--- config.mk ---
export PLATFORM = sky130hd
export DESIGN_NAME = bhd_ctrl
export DESIGN_NICKNAME = d
export VERILOG_FILES = /design/src/sv/bhd_pkg.sv /design/src/sv/bhd_ctrl.sv
export SDC_FILE = /design/constraint.sdc
export NUM_CORES = 1
export LEC_CHECK = 0
export ABC_AREA = 1
export BUFFER_PORTS_ARGS = -buffer_cell sky130_fd_sc_hd__buf_2
export CAP_MARGIN = 40
export CORE_UTILIZATION = 45
export DETAILED_ROUTE_END_ITERATION = 12
export GPL_ROUTABILITY_DRIVEN = 0
export MAX_ROUTING_LAYER = met4
export PLACE_DENSITY = 0.76
export SLEW_MARGIN = 40
export SYNTH_ARGS = -nofsm -noshare
export SYNTH_HDL_FRONTEND = slang
export SYNTH_SLANG_ARGS = --single-unit
--- constraint.sdc ---
create_clock -name aclk -period 1.3 [get_ports aclk]
set_input_delay 0.26 -clock aclk [delete_from_list [all_inputs] [get_ports aclk]]
set_output_delay 0.26 -clock aclk [all_outputs]
set_load 0.03 [all_outputs]
--- src/sv/bhd_pkg.sv ---
// Shared constants, codes and controller/datapath command types for the hash dictionary.
package bhd_pkg;

    // Field widths
    localparam int CMD_W    = 2;
    localparam int KEY_W    = 32;
    localparam int VALUE_W  = 32;
    localparam int STATUS_W = 2;
    localparam int TOTAL_W  = 7;

    // Table geometry
    localparam int NUM_BUCKETS  = 10;
    localparam int BUCKET_DEPTH = 8;
    localparam int STORE_SIZE   = NUM_BUCKETS * BUCKET_DEPTH;
    localparam int ADDR_W       = $clog2(STORE_SIZE);
    localparam int FILL_W       = $clog2(BUCKET_DEPTH + 1);
    localparam int REM_W        = $clog2(NUM_BUCKETS);

    // Bucket hash: remainder taken eight key bits per cycle
    localparam int HASH_BITS   = 8;
    localparam int HASH_CYCLES = KEY_W / HASH_BITS;
    localparam int HCNT_W      = $clog2(HASH_CYCLES);

    typedef enum logic [CMD_W-1:0] {
        CMD_ADD     = 2'd0,
        CMD_RESOLVE = 2'd1,
        CMD_REMOVE  = 2'd2,
        CMD_CLEAR   = 2'd3
    } cmd_e_t;

    typedef enum logic [STATUS_W-1:0] {
        ST_OK      = 2'd0,
        ST_DUP     = 2'd1,
        ST_MISSING = 2'd2,
        ST_FULL    = 2'd3
    } status_e_t;

    // Controller to datapath
    typedef struct packed {
        logic      load;
        logic      hash;
        logic      scan_init;
        logic      scan_cmp;
        logic      add_wr;
        logic      shift_rd;
        logic      shift_wr;
        logic      remove_dec;
        logic      clear;
        logic      result;
        status_e_t res_status;
        logic      res_hit;
    } dp_cmd_t;

    // Datapath to controller
    typedef struct packed {
        logic   hash_last;
        cmd_e_t cmd;
        logic   scan_end;
        logic   key_match;
        logic   found;
        logic   bucket_full;
        logic   shift_end;
    } dp_stat_t;

endpackage

--- src/sv/bhd_ctrl.sv ---
// Controller: sequences hash, bucket scan, insert or shift, and the result handshake.
module bhd_ctrl import bhd_pkg::*; (
    input  logic     aclk,
    input  logic     aresetn,
    input  logic     s_valid,
    output logic     s_ready,
    output logic     m_valid,
    input  logic     m_ready,
    input  dp_stat_t stat,
    output dp_cmd_t  ctl
);

    typedef enum logic [2:0] {
        IDLE,
        HASH,
        SCAN_RD,
        SCAN_CMP,
        DECIDE,
        SHIFT_RD,
        SHIFT_WR,
        FINISH
    } state_t;

    state_t    state_reg, state_next;
    logic      out_valid_reg, out_valid_next;
    status_e_t res_status_reg, res_status_next;
    logic      res_hit_reg, res_hit_next;

    // Next state and datapath commands
    always_comb begin
        ctl             = '0;
        state_next      = state_reg;
        out_valid_next  = out_valid_reg && !m_ready;
        res_status_next = res_status_reg;
        res_hit_next    = res_hit_reg;
        unique case (state_reg)
            IDLE: begin
                if (s_valid) begin
                    ctl.load   = 1'b1;
                    state_next = HASH;
                end
            end
            HASH: begin
                ctl.hash = 1'b1;
                if (stat.hash_last) begin
                    if (stat.cmd == CMD_CLEAR) begin
                        ctl.clear       = 1'b1;
                        res_status_next = ST_OK;
                        res_hit_next    = 1'b0;
                        state_next      = FINISH;
                    end else begin
                        ctl.scan_init = 1'b1;
                        state_next    = SCAN_RD;
                    end
                end
            end
            SCAN_RD: begin
                state_next = stat.scan_end ? DECIDE : SCAN_CMP;
            end
            SCAN_CMP: begin
                ctl.scan_cmp = 1'b1;
                state_next   = stat.key_match ? DECIDE : SCAN_RD;
            end
            DECIDE: begin
                res_hit_next = 1'b0;
                state_next   = FINISH;
                unique case (stat.cmd)
                    CMD_ADD: begin
                        if (stat.found) begin
                            res_status_next = ST_DUP;
                        end else if (stat.bucket_full) begin
                            res_status_next = ST_FULL;
                        end else begin
                            ctl.add_wr      = 1'b1;
                            res_status_next = ST_OK;
                        end
                    end
                    CMD_RESOLVE: begin
                        res_status_next = stat.found ? ST_OK : ST_MISSING;
                        res_hit_next    = stat.found;
                    end
                    CMD_REMOVE: begin
                        res_status_next = stat.found ? ST_OK : ST_MISSING;
                        if (stat.found) begin
                            state_next = SHIFT_RD;
                        end
                    end
                    CMD_CLEAR: begin
                        res_status_next = ST_OK;
                    end
                endcase
            end
            SHIFT_RD: begin
                if (stat.shift_end) begin
                    ctl.remove_dec = 1'b1;
                    state_next     = FINISH;
                end else begin
                    ctl.shift_rd = 1'b1;
                    state_next   = SHIFT_WR;
                end
            end
            SHIFT_WR: begin
                ctl.shift_wr = 1'b1;
                state_next   = SHIFT_RD;
            end
            FINISH: begin
                ctl.res_status = res_status_reg;
                ctl.res_hit    = res_hit_reg;
                if (!out_valid_reg || m_ready) begin
                    ctl.result     = 1'b1;
                    out_valid_next = 1'b1;
                    state_next     = IDLE;
                end
            end
        endcase
    end

    // Hold state and registered outputs
    always_ff @(posedge aclk) begin
        if (!aresetn) begin
            state_reg      <= IDLE;
            out_valid_reg  <= 1'b0;
            res_status_reg <= ST_OK;
            res_hit_reg    <= 1'b0;
        end else begin
            state_reg      <= state_next;
            out_valid_reg  <= out_valid_next;
            res_status_reg <= res_status_next;
            res_hit_reg    <= res_hit_next;
        end
    end

    assign s_ready = (state_reg == IDLE);
    assign m_valid = out_valid_reg;

endmodule

==> impl_metrics.env, run 1 <==
export IMPL_overflow_left_after_global_routing=0
export IMPL_coreArea_mm2=0.00130
export IMPL_cts_num_sinks=7
export IMPL_mostFrequentLayoutCell="sky130_fd_sc_hd__buf_4"
export IMPL_place_area_um2=885
export IMPL_post_route_cell_area_mm2=0.00115
export IMPL_synth_largest_area_cell="sky130_fd_sc_hd__dfxtp_1"
export IMPL_chipWidth_um=39.6
export IMPL_largest_reg_flops=3
export IMPL_initial_core_util_pct=48.8
export IMPL_syn2layout_area_growth_pct=80.9
export IMPL_ant_nets=0
export IMPL_fin_worst_skew_ns=0.000511
export IMPL_drcViolationCount=0
export IMPL_hold_viol_final=0
export IMPL_grt_pass1_wl_mm=2.82
export IMPL_cp_data_arrival_time_ns=1.23
export IMPL_postSynthRegisterBits=7
export IMPL_dieArea_mm2=0.00157
export IMPL_r2r_cells=10
export IMPL_synth_top_area_share_pct=22.0
export IMPL_holdCritPathClass="input port to flop"
export IMPL_detailed_place_hpwl_mm=1.34
export IMPL_postRouteWirelength_mm=2.53
export IMPL_io_pin_count=27
export IMPL_utilization_pct=88.4
export IMPL_pre_cts_ws_ns=-0.0600
export IMPL_yosys_top_cells_area="sky130_fd_sc_hd__dfxtp_1 (22%), sky130_fd_sc_hd__inv_1 (13%), sky130_fd_sc_hd__nand2_1 (11%)"
export IMPL_drive_above_1_share_pct=54.2
export IMPL_required_time_worst_endpoint_ns=1.04
export IMPL_post_route_worst_setup_slack_ns=-0.191
export IMPL_mappedNetlistNets=122
export IMPL_timing_max_transition_violations_final=0
export IMPL_num_vias=913
export IMPL_clock_tree_htree_level_count=1
export IMPL_slew_headroom_pct=73.6
export IMPL_diodes=0
export IMPL_irDropWorstVdd_uv=526
export IMPL_longest_clk_path_bufs=2
export IMPL_grt_start_max_net_pins=8
export IMPL_layout_nets=173
export IMPL_dp_cells=158
export IMPL_rows=13
export IMPL_netlist_instances=105
export IMPL_initialDrtViolationCount=33
export IMPL_post_layout_nonfiller_instances=170
export IMPL_cp_start_kind="flop"
export IMPL_die_h_um=39.6
export IMPL_cts_made_buffers=3
export IMPL_ys_warn_count=0
export IMPL_clkTransAtPathRegs_ns=0.06
export IMPL_cts_tree="done"
export IMPL_critPathMaxStageDelay_ns=0.38
export IMPL_wl_per_cell_um=14.9
export IMPL_syn_avg_cell_area_um2=6.05
export IMPL_synth_seq_area_share_pct=22.0
export IMPL_finalHoldWorstSlack_ns=0.257
export IMPL_final_period_minus_worst_setup_slack_ns=1.49
export IMPL_root_buffer="sky130_fd_sc_hd__clkbuf_4"
export IMPL_netlist_area_um2=636
export IMPL_violated_checks="negative setup slack"
export IMPL_timing_worst_setup_path_type="flop to output port"
export IMPL_worst_skew_pair_late_latency_ns=0.26
export IMPL_critical_path_peak_fanout=4
export IMPL_mostFrequentLayoutCells="sky130_fd_sc_hd__buf_4 (23), sky130_fd_sc_hd__inv_1 (19), sky130_fd_sc_hd__nand2_1 (14)"
export IMPL_clock_fmax_ghz=0.671
export IMPL_antenna_violations_before_repair=0
export IMPL_critical_path_endpoint_type="output port"
export IMPL_hold_path_cell_count=2
export IMPL_number_of_detailed_routing_iterations_run_before_antenna_repair=6
export IMPL_period_share_pct=115
export IMPL_power_static_leakage_nw=0.597
export IMPL_yosys_cell_types_count=19
export IMPL_pwr_density_cell_mw_per_mm2=916
export IMPL_rsz0062_at_grt="yes"
export IMPL_critical_path_slowest_cell="sky130_fd_sc_hd__dfxtp_4"
export IMPL_io_buffers=26
export IMPL_report_final_setup_viol=17
export IMPL_outcome="complete, but fails checks"
export IMPL_routed_via_density=5.37
export IMPL_critical_path_cell_by_cell="inv_4 > nand3_2 > nor2_2 > nand2_1 > inv_1 > buf_6"
export IMPL_global_route_usage_total_pct=27.6
export IMPL_first_global_vias=692
export IMPL_worst_pin_slew_ns=0.395
export IMPL_drv_max_cap_violation_count=0
## stage by stage
| stage | TNS (ns) | total power [mW] |
|---|---|---|
| 3_5_place_dp | -0.259 | 0.676 |
| 3_3_place_gp | 0 | 0.663 |
| 6_report | -2.22 | 1.05 |
| 2_1_floorplan | -0.373 | 0.540 |
| 5_1_grt | -3.04 | 1.10 |
| 4_1_cts | -1.42 | 0.970 |
## worst paths after layout
check / to / slack, ns / startpoint
worst max-delay path: ctl[4] / -0.19 / state_reg[1]
worst min-delay path: m_valid / 0.26 / aresetn
worst max register to register: state_reg[0] / -0.08 / state_reg[0]
worst min register to register: res_status_reg[0] / 0.50 / res_status_reg[0]
## critical path: cells and delay by family, from the launching register on
kind                   cells  cell delay, ns
and+or+nand+nor            3            0.31
buffers and inverters      3            0.29
DFF                        1            0.38
## power by group
group          internal [mW]  switching, mW
Clock                  0.118         0.0974
Combinational          0.244          0.312
Sequential             0.236         0.0463
Total                  0.598          0.456
## final cells by class
type | instances | area, µm²
fill | 69 | 151
sequential | 7 | 151
inverter | 24 | 100
timing repair buffer | 48 | 379
clock buffer | 4 | 26.3
multi-input combinational | 72 | 474
tap | 15 | 18.8
## cells in the mapped netlist
| master | number |
|---|---|
| sky130_fd_sc_hd__nor2_1 | 18 |
| sky130_fd_sc_hd__nand2_1 | 19 |
| sky130_fd_sc_hd__nand2_4 | 1 |
| sky130_fd_sc_hd__o211ai_1 | 1 |
| sky130_fd_sc_hd__ha_1 | 5 |
| sky130_fd_sc_hd__nor3_1 | 1 |
| sky130_fd_sc_hd__or2_2 | 2 |
| sky130_fd_sc_hd__nand2_2 | 1 |
| sky130_fd_sc_hd__a21oi_1 | 7 |
| sky130_fd_sc_hd__inv_1 | 22 |
| sky130_fd_sc_hd__nor2_4 | 1 |
| sky130_fd_sc_hd__nand4_1 | 1 |
| sky130_fd_sc_hd__buf_6 | 2 |
| sky130_fd_sc_hd__o21a_1 | 1 |
| sky130_fd_sc_hd__nand3_1 | 10 |
| sky130_fd_sc_hd__inv_2 | 2 |
| sky130_fd_sc_hd__dfxtp_1 | 7 |
| sky130_fd_sc_hd__nand3_2 | 1 |
| sky130_fd_sc_hd__nor2_2 | 3 |
## layer usage
layer / vias to the layer above / track usage [%] / wire length, µm
li1: 416 / - / -
met1: 436 / 31.5 / 1010
met2: 47 / 46.7 / 1260
met3: 14 / 7.39 / 123
met4: 0 / 7.76 / 133
met5: - / - / 0
## repair_timing
action | in CTS | in global routing
setup buffers | 5 | 3
gates resized for setup | 38 | 23
pin swaps | 5 | 7
endpoints found under the setup margin | 15 | 15
hold buffers | 0 | 0
## cells by family (layout without fill, tap and decap cells)
kind of cell	Yosys count	after routing	synth area share, %
and+or+nand+nor	58	58	42.5
buffers and inverters	26	76	17.7
adders and majority gates	5	5	9.84
AOI/OAI and AO/OA	9	9	7.87
DFF	7	7	22.0
Note: power is estimated with default switching activity, not from simulation.
==> run 2, diff against run 1 <==
--- a/config.mk
+++ b/config.mk
@@ -13,6 +13,7 @@
 export GPL_ROUTABILITY_DRIVEN = 0
 export MAX_ROUTING_LAYER = met4
 export PLACE_DENSITY = 0.76
+export REMOVE_ABC_BUFFERS = 1
 export SLEW_MARGIN = 40
 export SYNTH_ARGS = -nofsm -noshare
 export SYNTH_HDL_FRONTEND = slang
==> run 2 against run 1 <==
Compared with the run above:
- the flow still finishes with violations (negative setup slack)
- critical endpoint is now ctl[3]
- largest power group unchanged
- cell count fell by 1.2%
- sequential share of layout area decreased by 0.67 points
- setup slack gained 0.015 ns
- worst hold slack worse by 0.010 ns
==> impl_metrics.env, run 2 (same netlist as run 1, synthesis figures left out) <==
export IMPL_holdCritPathClass="input port to flop"
export IMPL_setup_worst_path_start="m_valid"
export IMPL_die_h_um=39.6
export IMPL_slew_headroom_pct=70.4
export IMPL_overflow_left_after_global_routing=0
export IMPL_initial_core_util_pct=48.8
export IMPL_final_period_minus_worst_setup_slack_ns=1.48
export IMPL_total_power_mw=1.12
export IMPL_antenna_violations_before_repair=0
export IMPL_finalHoldWorstSlack_ns=0.247
export IMPL_mostFrequentLayoutCell="sky130_fd_sc_hd__buf_4"
export IMPL_largest_reg_flops=3
export IMPL_post_layout_nonfiller_instances=168
export IMPL_coreArea_mm2=0.00130
export IMPL_pre_cts_ws_ns=-0.0871
export IMPL_grt_start_max_net_pins=9
export IMPL_rsz0062_at_grt="yes"
export IMPL_drcViolationCount=0
export IMPL_fin_worst_skew_ns=0.00465
export IMPL_place_area_um2=860
export IMPL_ant_nets=0
export IMPL_power_static_leakage_nw=0.611
export IMPL_postRouteWirelength_mm=2.47
export IMPL_clock_fmax_ghz=0.678
export IMPL_mostFrequentLayoutCells="sky130_fd_sc_hd__buf_4 (18), sky130_fd_sc_hd__inv_1 (16), sky130_fd_sc_hd__buf_6 (16)"
export IMPL_dieArea_mm2=0.00157
export IMPL_cp_data_arrival_time_ns=1.22
export IMPL_hold_path_cell_count=2
export IMPL_global_route_usage_total_pct=28.8
export IMPL_outcome="complete, but fails checks"
export IMPL_pwr_density_cell_mw_per_mm2=937
export IMPL_n_fill_cell=53
export IMPL_cts_tree="done"
export IMPL_irDropWorstVdd_uv=809
export IMPL_clock_tree_htree_level_count=1
export IMPL_drive_above_1_share_pct=58.8
export IMPL_cp_start_kind="flop"
export IMPL_worst_hold_startpoint="aresetn"
export IMPL_syn2layout_area_growth_pct=87.4
export IMPL_cts_num_sinks=7
export IMPL_timing_rr_start="m_valid"
export IMPL_required_time_worst_endpoint_ns=1.04
export IMPL_timing_worst_setup_path_type="flop to output port"
export IMPL_io_pin_count=27
export IMPL_wl_per_cell_um=14.7
export IMPL_root_buffer="sky130_fd_sc_hd__clkbuf_4"
export IMPL_layout_nets=171
export IMPL_first_global_vias=754
export IMPL_rows=13
export IMPL_timing_max_transition_violations_final=0
export IMPL_detailed_place_hpwl_mm=1.33
export IMPL_critical_path_endpoint_type="output port"
export IMPL_grt_pass1_wl_mm=2.93
export IMPL_worst_pin_slew_ns=0.443
export IMPL_hold_viol_final=0
export IMPL_dp_cells=157
export IMPL_io_buffers=26
export IMPL_cts_made_buffers=3
export IMPL_period_share_pct=113
export IMPL_critical_path_peak_fanout=3
export IMPL_number_of_detailed_routing_iterations_run_before_antenna_repair=4
export IMPL_violated_checks="negative setup slack"
export IMPL_chipWidth_um=39.6
export IMPL_r2r_cells=7
export IMPL_clkTransAtPathRegs_ns=0.06
export IMPL_post_route_worst_setup_slack_ns=-0.175
export IMPL_initialDrtViolationCount=14
export IMPL_diodes=0
export IMPL_routed_via_density=5.27
export IMPL_drv_max_cap_violation_count=0
export IMPL_longest_clk_path_bufs=2
export IMPL_post_route_cell_area_mm2=0.00119
export IMPL_report_final_setup_viol=14
export IMPL_worst_skew_pair_late_latency_ns=0.26
export IMPL_num_vias=886
-- run 2: cell count changes in the layout (fill, tap and decap cells not counted), sizes merged --
cell / change
buf: -2
-- run 2: area by class of cell --
cell class | instances | area [µm²] | area share, %
Timing Repair Buffer | 46 | 375 | 31.5
Sequential cell | 7 | 149 | 12.5
Multi-Input combinational cell | 72 | 522 | 43.8
Inverter | 24 | 100 | 8.40
Clock buffer | 4 | 26.3 | 2.21
Tap cell | 15 | 18.8 | 1.58
-- run 2: stage by stage --
| step | util (%) | setup TNS (ns) |
|---|---|---|
| finish | 91.5 | -1.81 |
| global route | 91.5 | -2.43 |
| CTS | 81.8 | -1.44 |
| detailed placement | 66.1 | -0.480 |
| global placement | 66.1 | -0.0902 |
| floorplan | - | -1.49 |
-- run 2: report_power, final --
part,internal (mW),leakage (nW),total [mW],switching [mW]
clock,0.118,0.0150,0.207,0.0896
combinational,0.274,0.538,0.626,0.352
sequential,0.236,0.0586,0.283,0.0466
total,0.628,0.611,1.12,0.488
-- run 2: layer usage --
layer / part of all wire (%) / vias to the layer above / global-route usage, %
li1: - / 420 / -
met1: 39 / 428 / 27.0
met2: 54 / 34 / 57.0
met3: 4.7 / 4 / 9.66
met4: 1.7 / 0 / 3.45
met5: 0 / - / -
-- run 2: what timing repair did --
action,CTS,global route
pin swaps,6,8
hold buffers,0,0
setup endpoints to repair,14,19
gates resized for setup,46,36
setup buffers,7,2
-- run 2: path summary, 6_finish.rpt --
check / to / slack, ns
hold / removal: m_valid / 0.25
hold reg to reg: res_status_reg[0] / 0.49
setup / recovery: ctl[3] / -0.18
setup reg to reg: state_reg[1] / 0.01
-- run 2: critical path: stages (launching register included) --
cell	delay (ns)
sky130_fd_sc_hd__dfxtp_1	0.34
sky130_fd_sc_hd__inv_1	0.05
sky130_fd_sc_hd__nor2_1	0.35
sky130_fd_sc_hd__nor2_4	0.07
sky130_fd_sc_hd__buf_6	0.15
==> run 3, diff against run 2 <==
--- a/config.mk
+++ b/config.mk
@@ -5,14 +5,15 @@
 export SDC_FILE = /design/constraint.sdc
 export NUM_CORES = 1
 export LEC_CHECK = 0
-export ABC_AREA = 1
 export BUFFER_PORTS_ARGS = -buffer_cell sky130_fd_sc_hd__buf_2
 export CAP_MARGIN = 40
-export CORE_UTILIZATION = 45
+export CORE_AREA = 2 2 39 41
+export CTS_BUF_LIST = sky130_fd_sc_hd__clkbuf_16
 export DETAILED_ROUTE_END_ITERATION = 12
+export DIE_AREA = 0 0 41 43
 export GPL_ROUTABILITY_DRIVEN = 0
 export MAX_ROUTING_LAYER = met4
-export PLACE_DENSITY = 0.76
+export PLACE_DENSITY = 0.74
 export REMOVE_ABC_BUFFERS = 1
 export SLEW_MARGIN = 40
 export SYNTH_ARGS = -nofsm -noshare
==> run 3 against run 2 <==
Compared with the run above:
- area after synthesis down 11%
- utilization down 14 points
- synthesized cell count down 28%
- count of clock-buffer cells in the layout down 1
- first-iteration DRC count down 7.1%
- the flow still finishes with violations (negative setup slack)
- sequential cell count unchanged
- via count down 15%
- combinational power down 69%
- critical endpoint is now ctl[10]
- die area up 13%
- global-route usage down 1.3 points
- wire length down 22%
- register-to-register slack about the same
==> impl_metrics.env, run 3 <==
export IMPL_outcome="complete, but fails checks"
export IMPL_violated_checks="negative setup slack"
export IMPL_mostFrequentLayoutCells="sky130_fd_sc_hd__buf_4 (21), sky130_fd_sc_hd__buf_2 (14), sky130_fd_sc_hd__buf_6 (10)"
export IMPL_n_fill_cell=90
export IMPL_report_final_setup_viol=13
export IMPL_rows=14
export IMPL_required_time_worst_endpoint_ns=1.04
export IMPL_largest_reg_flops=3
export IMPL_mostFrequentLayoutCell="sky130_fd_sc_hd__buf_4"
export IMPL_synth_seq_area_share_pct=24.7
export IMPL_ant_nets=0
export IMPL_synth_largest_area_cell="sky130_fd_sc_hd__dfxtp_1"
export IMPL_cts_hold_fix_buffers=0
export IMPL_layout_area_seq_um2=151
export IMPL_total_power_mw=0.945
export IMPL_routed_via_density=5.46
export IMPL_layout_nets=140
export IMPL_syn_avg_cell_area_um2=7.47
export IMPL_grt_pass1_wl_mm=3.13
export IMPL_cts_made_buffers=3
export IMPL_critical_path_slowest_cell="sky130_fd_sc_hd__dfxtp_4"
export IMPL_netlist_instances=76
export IMPL_io_pin_count=27
export IMPL_drv_max_cap_violation_count=0
export IMPL_drive_above_1_share_pct=58.2
export IMPL_holdCritPathClass="input port to flop"
export IMPL_multi_input_comb_area_um2=472
export IMPL_cell_class_contributing_the_biggest_share_of_worst_path_delay="simple AND/OR/NAND/NOR gates"
export IMPL_worst_hold_path_endpoint="m_valid"
export IMPL_timing_max_transition_violations_final=0
export IMPL_critical_path_n_buffers_inverters=1
export IMPL_synth_most_common_cell="sky130_fd_sc_hd__nor2_1"
export IMPL_hold_viol_final=0
export IMPL_netlist_area_um2=568
export IMPL_overflow_left_after_global_routing=0
export IMPL_yosys_cell_types_count=25
export IMPL_syn2layout_area_growth_pct=89.6
export IMPL_coreArea_mm2=0.00138
export IMPL_rsz0062_at_grt="yes"
export IMPL_irDropWorstVdd_uv=911
export IMPL_utilization_pct=77.8
export IMPL_ys_warn_count=0
export IMPL_critPathMaxStageDelay_ns=0.37
export IMPL_worst_skew_pair_late_latency_ns=0.24
export IMPL_initialDrtViolationCount=13
export IMPL_longest_clk_path_bufs=2
export IMPL_cp_start_kind="flop"
export IMPL_diodes=0
export IMPL_postRouteWirelength_mm=1.93
export IMPL_final_period_minus_worst_setup_slack_ns=1.47
export IMPL_synth_edff_count=0
export IMPL_fin_worst_skew_ns=0.00321
export IMPL_global_route_usage_total_pct=27.6
export IMPL_pwr_density_cell_mw_per_mm2=877
export IMPL_synth_top_area_share_pct=24.7
export IMPL_clkTransAtPathRegs_ns=0.04
export IMPL_number_of_detailed_routing_iterations_run_before_antenna_repair=4
export IMPL_chipWidth_um=41
export IMPL_initial_core_util_pct=41.0
export IMPL_detailed_place_hpwl_mm=1.20
export IMPL_hold_path_cell_count=2
export IMPL_worst_pin_slew_ns=0.223
export IMPL_slack_of_the_worst_reg_to_reg_path_ns=0.01
export IMPL_cp_data_arrival_time_ns=1.21
export IMPL_first_global_vias=758
export IMPL_postSynthRegisterBits=7
export IMPL_dieArea_mm2=0.00176
export IMPL_worst_hold_startpoint="aresetn"
export IMPL_num_vias=753
export IMPL_critical_register_to_register_path_endpoint="res_status_reg[0]"
export IMPL_root_buffer="sky130_fd_sc_hd__clkbuf_16"
export IMPL_timing_rr_start="state_reg[2]"
export IMPL_grt_start_max_net_pins=9
export IMPL_synth_flop_cell="sky130_fd_sc_hd__dfxtp_1"
export IMPL_die_h_um=43
export IMPL_critical_path_cell_by_cell="nor2_4 > and2_4 > nand2_2 > nor2_1 > buf_4"
export IMPL_post_layout_nonfiller_instances=138
export IMPL_yosys_top_cells_area="sky130_fd_sc_hd__dfxtp_1 (25%), sky130_fd_sc_hd__ha_1 (11%), sky130_fd_sc_hd__and2_1 (7.7%)"
export IMPL_critical_path_peak_fanout=8
export IMPL_timing_worst_setup_path_type="flop to output port"
export IMPL_clock_fmax_ghz=0.680
export IMPL_power_static_leakage_nw=0.538
export IMPL_netlist_top_cells_count="sky130_fd_sc_hd__nor2_1 (8), sky130_fd_sc_hd__and2_1 (7), sky130_fd_sc_hd__dfxtp_1 (7), sky130_fd_sc_hd__nand2_1 (7)"
export IMPL_asyncSetResetFlopFracSynth_pct=0
export IMPL_drcViolationCount=0
export IMPL_cts_num_sinks=7
export IMPL_dp_cells=126
export IMPL_period_share_pct=113
export IMPL_post_route_worst_setup_slack_ns=-0.171
export IMPL_antenna_violations_before_repair=0
export IMPL_io_buffers=26
export IMPL_r2r_cells=5
export IMPL_clock_tree_htree_level_count=1
export IMPL_cts_tree="done"
export IMPL_critical_path_endpoint_type="output port"
export IMPL_wl_per_cell_um=14.0
export IMPL_slew_headroom_pct=85.0
[run 3: cell types whose count changed after synthesis, sizes merged, moves of 3 or more]
cell	before	now
and2	0	7
and3	0	4
nand2	21	7
nand3	11	1
nor2	22	9
nor3	1	4
inv	24	4
nor2b	0	5
[run 3: kinds of logic (layout without fill, tap and decap cells)]
group | count (synthesis) | in the layout | share of synthesized area, %
flops | 7 | 7 | 24.7
buf+inv | 7 | 53 | 6.39
simple gates | 39 | 39 | 35.7
mux | 2 | 2 | 3.52
compound gates | 16 | 16 | 18.7
fa+ha+maj | 5 | 5 | 11.0
[run 3: power breakdown]
part,total [mW],switching [mW],internal (mW)
combinational,0.191,0.101,0.0899
clock,0.527,0.127,0.401
sequential,0.227,0.00937,0.217
total,0.945,0.237,0.708
[run 3: layout make-up]
cell class              instances  area share [%]
clock buffers                   3            6.97
clock inverters                 1           0.348
inverters                       4            1.39
multi-input cells              62            43.8
flip-flops and latches          7            14.1
well taps                      16            1.86
repair buffers                 45            31.6
[run 3: repair_timing]
action,in CTS,in global routing
resized for setup,44,13
buffers inserted,8,0
setup endpoints to repair,15,19
hold endpoints to repair,0,0
pin swaps,8,2
[run 3: through the flow]
step	hold slack, ns	worst slack [ns]	TNS, ns	cell area, µm²
after detailed placement	0.448	-0.124	-0.519	779
after global routing	0.337	-0.208	-1.99	1080
after CTS	0.318	-0.140	-1.19	1050
after floorplan	0.378	-0.528	-2.28	547
final	0.328	-0.171	-1.40	1080
after global placement	0.458	-0.0491	-0.224	779
[run 3: per-layer routing]
layer,share of wire (%),global-route usage [%],vias up
li1,-,-,356
met1,36,28.2,359
met2,54,45.3,32
met3,6.4,8.38,6
met4,2.9,12.7,0
met5,0,-,-
[run 3: worst max-delay path by stage]
stage | startpoint | end | cells after the start
after floorplan | state_reg[0] | ctl[12] | 2
after global placement | state_reg[2] | ctl[0] | 4
after detailed placement | state_reg[1] | ctl[0] | 4
after CTS | state_reg[2] | ctl[12] | 4
after global routing | state_reg[2] | ctl[12] | 4
final | state_reg[1] | ctl[10] | 5
